===== config.mk =====
export PLATFORM = sky130hd
export DESIGN_NAME = quadrature_decoder_with_detents
export DESIGN_NICKNAME = d
export VERILOG_FILES = /design/src/rtl/qdd_pkg.sv /design/src/rtl/quadrature_decoder_with_detents.sv
export SDC_FILE = /design/constraint.sdc
export NUM_CORES = 1
export LEC_CHECK = 0
export ABC_AREA = 1
export BUFFER_PORTS_ARGS = -buffer_cell sky130_fd_sc_hd__buf_4
export CAP_MARGIN = 5
export CORE_AREA = 2 2 186 188
export CTS_BUF_LIST = sky130_fd_sc_hd__clkbuf_8
export CTS_CLUSTER_SIZE = 25
export DETAILED_ROUTE_END_ITERATION = 6
export DIE_AREA = 0 0 188 190
export HOLD_SLACK_MARGIN = 0.08
export PLACE_DENSITY = 0.64
export SYNTH_ARGS = -nofsm -noshare
export SYNTH_HDL_FRONTEND = slang
export SYNTH_SLANG_ARGS = --single-unit

===== constraint.sdc =====
create_clock -name i_clk -period 4.75 [get_ports i_clk]
set_clock_uncertainty 0.05 [all_clocks]
set_input_delay 0.2375 -clock i_clk [delete_from_list [all_inputs] [get_ports i_clk]]
set_output_delay 0.2375 -clock i_clk [all_outputs]
set_load 0.01 [all_outputs]

===== src/rtl/qdd_pkg.sv =====
// Package for the quadrature decoder with detents.
// Item structs, step and detent codes, Gray-code tables. No dependencies.
package qdd_pkg;

    typedef struct packed {
        logic level_a;
        logic level_b;
        logic confirm_a;
        logic confirm_b;
    } t_in_item;

    typedef struct packed {
        logic signed [31:0] position;
        logic signed [31:0] detent_count;
        logic [1:0]         step_kind;
        logic [1:0]         detent_event;
    } t_out_item;

    typedef enum logic [1:0] {
        STEP_NONE = 2'd0,
        STEP_FWD  = 2'd1,
        STEP_BWD  = 2'd2,
        STEP_JUMP = 2'd3
    } t_step_kind;

    typedef enum logic [1:0] {
        DET_NONE = 2'd0,
        DET_UP   = 2'd1,
        DET_DOWN = 2'd2
    } t_detent_event;

    localparam logic [1:0] AB_00 = 2'b00;
    localparam logic [1:0] AB_01 = 2'b01;
    localparam logic [1:0] AB_11 = 2'b11;
    localparam logic [1:0] AB_10 = 2'b10;

    localparam logic [3:0] SPD_RESET = 4'd4;

    // Gray order 00 -> 01 -> 11 -> 10 -> 00
    function automatic logic [1:0] next_fwd(input logic [1:0] ab);
        logic [1:0] r;
        case (ab)
            AB_00:   r = AB_01;
            AB_01:   r = AB_11;
            AB_11:   r = AB_10;
            AB_10:   r = AB_00;
            default: r = AB_00;
        endcase
        return r;
    endfunction

    function automatic logic [1:0] next_bwd(input logic [1:0] ab);
        logic [1:0] r;
        case (ab)
            AB_00:   r = AB_10;
            AB_10:   r = AB_11;
            AB_11:   r = AB_01;
            AB_01:   r = AB_00;
            default: r = AB_00;
        endcase
        return r;
    endfunction

endpackage


===== src/rtl/quadrature_decoder_with_detents.sv =====
// Quadrature decoder with detent counter, top level.
// Depends on qdd_pkg; checked by qdd_checker (bound from its own file).
//
// One sample item in, one result item out, one item per clock unless stalled.
// Each accepted sample is decoded in the cycle it is accepted: the confirmed
// A/B state is compared against the last stable state, the position counter
// steps by one on a Gray step, and the detent counter moves when the distance
// from the last detent reaches steps_per_detent (0 is taken as 1). All
// counters are COUNT_WIDTH bits and wrap; outputs are sign-extended or
// truncated to 32 bits. Results go into a two-entry output queue, so an item
// is taken while a finished result waits; o_in_stall rises only when both
// entries are full. Each result is registered into the queue. The distance
// to the last detent is held directly as a counter rather than as a
// reference position, so the per-item logic is one increment or decrement,
// one negate and two compares. steps_per_detent resets to 4; the user must
// write it via i_cfg_wr_en/i_cfg_wr_data only while idle (not enforced).
module quadrature_decoder_with_detents #(
    parameter int COUNT_WIDTH = 32
) (
    input  logic               i_clk,
    input  logic               i_rst_n,
    input  logic               i_in_valid,
    input  qdd_pkg::t_in_item  i_in,
    output logic               o_in_stall,
    output logic               o_out_valid,
    output qdd_pkg::t_out_item o_out,
    input  logic               i_out_stall,
    input  logic               i_cfg_wr_en,
    input  logic [3:0]         i_cfg_wr_data
);
    import qdd_pkg::*;

    localparam int W = COUNT_WIDTH;

    // decoder state
    logic [1:0]          r_ab,   n_ab;
    logic signed [W-1:0] r_pos,  n_pos;
    logic signed [W-1:0] r_diff, n_diff;   // position - reference
    logic signed [W-1:0] r_det,  n_det;
    logic [3:0]          r_spd;

    // output queue
    t_out_item  r_q [2];
    logic       r_rd, r_wr;
    logic [1:0] r_cnt;

    logic          push, pop;
    logic [1:0]    ab;
    logic          agree, changed, fwd, bwd;
    logic [W-1:0]  diff_step, diff_neg, spd_w;
    logic          up, down;
    t_step_kind    kind;
    t_detent_event evt;
    t_out_item     res;

    assign push = i_in_valid && !o_in_stall;
    assign pop  = o_out_valid && !i_out_stall;

    always_comb begin
        ab      = {i_in.level_a, i_in.level_b};
        agree   = (i_in.level_a == i_in.confirm_a) && (i_in.level_b == i_in.confirm_b);
        changed = agree && (ab != r_ab);
        fwd     = changed && (next_fwd(r_ab) == ab);
        bwd     = changed && (next_bwd(r_ab) == ab);
        spd_w   = (r_spd == 4'd0) ? W'(1) : W'(r_spd);

        n_ab  = changed ? ab : r_ab;
        n_pos = r_pos;
        diff_step = W'(r_diff);
        if (fwd) begin
            n_pos     = r_pos + W'(1);
            diff_step = W'(r_diff) + W'(1);
        end else if (bwd) begin
            n_pos     = r_pos - W'(1);
            diff_step = W'(r_diff) - W'(1);
        end
        diff_neg = W'(0) - diff_step;
        // most negative distance wraps to itself, still >= spd unsigned
        up   = (fwd || bwd) && !diff_step[W-1] && (diff_step >= spd_w);
        down = (fwd || bwd) &&  diff_step[W-1] && (diff_neg  >= spd_w);

        n_det  = r_det;
        n_diff = signed'(diff_step);
        if (up) begin
            n_det  = r_det + W'(1);
            n_diff = '0;
        end else if (down) begin
            n_det  = r_det - W'(1);
            n_diff = '0;
        end
    end

    always_comb begin
        if (!changed)  kind = STEP_NONE;
        else if (fwd)  kind = STEP_FWD;
        else if (bwd)  kind = STEP_BWD;
        else           kind = STEP_JUMP;

        if (up)        evt = DET_UP;
        else if (down) evt = DET_DOWN;
        else           evt = DET_NONE;

        res.position     = 32'(n_pos);
        res.detent_count = 32'(n_det);
        res.step_kind    = kind;
        res.detent_event = evt;
    end

    always_ff @(posedge i_clk) begin
        if (!i_rst_n) begin
            r_ab   <= AB_00;
            r_pos  <= '0;
            r_diff <= '0;
            r_det  <= '0;
            r_spd  <= SPD_RESET;
        end else begin
            if (i_cfg_wr_en) r_spd <= i_cfg_wr_data;
            if (push) begin
                r_ab   <= n_ab;
                r_pos  <= n_pos;
                r_diff <= n_diff;
                r_det  <= n_det;
            end
        end
    end

    // queue control
    always_ff @(posedge i_clk) begin
        if (!i_rst_n) begin
            r_rd  <= 1'b0;
            r_wr  <= 1'b0;
            r_cnt <= 2'd0;
        end else begin
            if (push) r_wr <= ~r_wr;
            if (pop)  r_rd <= ~r_rd;
            case ({push, pop})
                2'b10:   r_cnt <= r_cnt + 2'd1;
                2'b01:   r_cnt <= r_cnt - 2'd1;
                default: r_cnt <= r_cnt;
            endcase
        end
    end

    // queue payload
    always_ff @(posedge i_clk) begin
        if (push) r_q[r_wr] <= res;
    end

    assign o_in_stall  = (r_cnt == 2'd2);
    assign o_out_valid = (r_cnt != 2'd0);
    assign o_out       = r_q[r_rd];

endmodule


==> results.yml <==
floorplanning:
  core_um2: 33900
  die_h_um: 190
  die_area_um2: 35700
  fp.dieW_um: 188
  start_util_pct: 46.8
  rows: 68
  ios: 83
timing:
  fmax_ghz: 0.229
  rsz0062_at_grt: "no"
  fin_crit_sh_pct: 91.8
  post-route-min-period_ps: 4360
  drv_slew: 0
  setup_tns_ps: 0
  slew_headroom_pct: 21.1
  worst_pin_slew_ps: 1180
  hold_viol_final: 0
  finalSetupViolations: 0
clocking:
  htreeDepth: 2
  clkTransAtPathRegs_ps: 70
  insertion_delay_ps: 580
  root_buffer: "clkbuf_8"
  cts_buffers: 43
  clock-sinks: 243
  tritoncts: "done"
  postCtsSetupRepairBufs: 0
  cts_buffer_depth: 3
drt:
  wl_met3_um: 2510
  drc_errors: 0
  routed_via_density: 5.35
  drt-total-wl_um: 45300
  firstDrtPassIters: 5
  wl_met2_um: 20400
  vias: 15000
  wl_per_cell_um: 16.1
  initialDrtViolationCount: 1184
  wl_met1_um: 20500
  routed.top_layer: "met4"
  ant_nets: 0
placed_design:
  place_area_um2: 16900
  place_inst: 2719
  dp_hpwl_um: 32300
  gp_congestion: 0.923
  place.port_buffers: 82
logic_synthesis:
  synth-seq-cells: 243
  yosysUniqueCellTypes: 49
  synth-edff-count: 136
  syn_area_um2: 15900
  synth_area_per_cell_um2: 7.08
  synth-seq-area-share_pct: 39.1
  syn_inst: 2247
  synth_warnings: 0
  syn_nets: 2275
  synthArstFlopShare_pct: 0
  synth_flop_cell: "edfxtp_1"
cells_and_area:
  nNetsFinal: 2349
  finalNonFillerCells: 2809
  layout.cells.most_common: "nand2_1"
  antenna_cells: 0
  drive_above_1_share_pct: 13.3
  final_cell_mix: "651 x nand2_1, 284 x inv_1, 229 x nor2_1, 206 x nand3_1, 136 x edfxtp_1"
  area_growth_pct: 12.7
  stdcell_area_um2: 17900
worst_setup_path:
  crit_path_frequent_cell: "nand2_1"
  crit_type: "reg -> reg"
  critPathArrivalTime_ps: 4780
  cpPeakStageDelay_ps: 360
  cp-start-kind: "flop"
  path_delay_family: "simple AND/OR/NAND/NOR gates"
  crit_slowest_cell: "dfxtp_1"
  critPathCaptureType: "flop"
  path_buf_inv: 4
  crit_fanout: 38
  cp.required_ps: 5170
job:
  drv_cap: 0
power:
  power.density_nw_per_um2: 403
  power.total_mw: 7.23
  total_leakage_power_nw: 8.40
  ir_worst_vdd_uv: 260
global_route:
  overflow: 0
  grt_max_degree: 104
  grt_pass1_wl_um: 72600
  grt_antenna_before_repair: 0
  grt_use_total_pct: 25.3
  grt_pass1_vias: 14100
outcome:
  outcome: "complete, no violations"
worst_hold_path:
  hold_class: "in -> reg"
==> routing by layer <==
layer	track usage, %	up-vias
li1	-	7494
met1	33.7	6904
met2	41.3	506
met3	3.34	115
met4	11.2	0
met5	0	-
==> area by class of cell <==
class / instances / area (µm²)
Fill cell: 3303 / 16000
Multi-Input combinational cell: 1624 / 8140
Sequential cell: 243 / 6230
Inverter: 283 / 1060
Timing Repair Buffer: 126 / 1000
Clock buffer: 50 / 688
Tap cell: 455 / 569
Clock inverter: 28 / 230
==> logic make-up after synthesis <==
| logic type | share of synthesized area (%) |
|---|---|
| flip-flops | 39.1 |
| adder cells (fa/ha/maj) | 1.18 |
| AO/OA/AOI/OAI | 8.11 |
| XOR/XNOR | 2.75 |
| AND/OR/NAND/NOR | 34.1 |
| buffers and inverters | 9.90 |
| multiplexers | 4.81 |
==> power breakdown <==
group / leakage [nW] / internal, mW / total (mW) / switching, mW
sequential: 2.19 / 2.56 / 2.78 / 0.221
combinational: 5.70 / 0.892 / 2.37 / 1.48
clock: 0.513 / 1.18 / 2.08 / 0.895
==> stage by stage <==
step           hold slack, ps  util, %  worst slack (ps)
2_1_floorplan             300        -               348
4_1_cts                   137     52.8               321
3_3_place_gp              374     49.7               413
6_report                  183     52.8               389
5_1_grt                   190     52.8              22.7
3_5_place_dp              389     49.7               278
==> worst reg2reg max path, delay by kind of cell, from the launching register on <==
kind / cells / cell delay (ps)
buf+inv: 4 / 410
xor+xnor: 1 / 190
fa+ha+maj: 1 / 270
simple gates: 22 / 2650
compound gates: 2 / 310
flops: 1 / 360
==> state kept, by name, indices dropped and copies added, names as in the netlist, named ones only <==
register and count:
r_wr 1, r_det 32, r_ab 2, r_cnt 2, r_pos 32, r_diff 32
r_spd 4, r_q 136, r_rd 1
==> Yosys cell counts, types with 3 or more instances <==
| cell type | count | area share [%] |
|---|---|---|
| a21oi_1 | 110 | 3.5 |
| buf_1 | 8 | 0.19 |
| buf_2 | 20 | 0.63 |
| buf_4 | 6 | 0.28 |
| buf_6 | 13 | 0.92 |
| clkbuf_1 | 50 | 1.2 |
| dfxtp_1 | 107 | 13 |
| edfxtp_1 | 136 | 26 |
| ha_1 | 15 | 1.2 |
| inv_1 | 272 | 6.4 |
| inv_2 | 9 | 0.21 |
| mux2_2 | 68 | 4.8 |
| nand2_1 | 652 | 15 |
| nand2_2 | 12 | 0.47 |
| nand2_4 | 3 | 0.21 |
| nand3_1 | 206 | 6.5 |
| nand3_2 | 3 | 0.19 |
| nand3b_1 | 5 | 0.24 |
| nand4_1 | 64 | 2.5 |
| nor2_1 | 233 | 5.5 |
| nor2_2 | 14 | 0.55 |
| nor2_4 | 8 | 0.57 |
| nor3_1 | 37 | 1.2 |
| nor4_1 | 5 | 0.20 |
| o211ai_1 | 3 | 0.14 |
| o21ai_0 | 98 | 3.1 |
| o21ai_1 | 7 | 0.22 |
| o21bai_1 | 3 | 0.14 |
| o22ai_1 | 4 | 0.16 |
| o31ai_1 | 3 | 0.14 |
| or2_2 | 3 | 0.12 |
| xor2_1 | 47 | 2.6 |
==> worst paths after layout <==
check	start	to	slack (ps)	cells after the start
setup reg to reg	r_ab[0]$_SDFFE_PN0P_	r_det[0]$_SDFFE_PN0P_	390	30
setup / recovery	r_ab[0]$_SDFFE_PN0P_	r_det[0]$_SDFFE_PN0P_	390	30
hold reg to reg	r_rd$_SDFFE_PN0P_	r_rd$_SDFFE_PN0P_	410	1
hold / removal	i_in_valid	r_diff[5]$_SDFFE_PN0P_	180	4
==> what timing repair did <==
action,in CTS,in global routing
endpoints found under the setup margin,0,61
hold endpoints to repair,11,0
gates resized for setup,0,4
hold buffers,12,0
No activity file was read; power rests on OpenSTA's default activity.
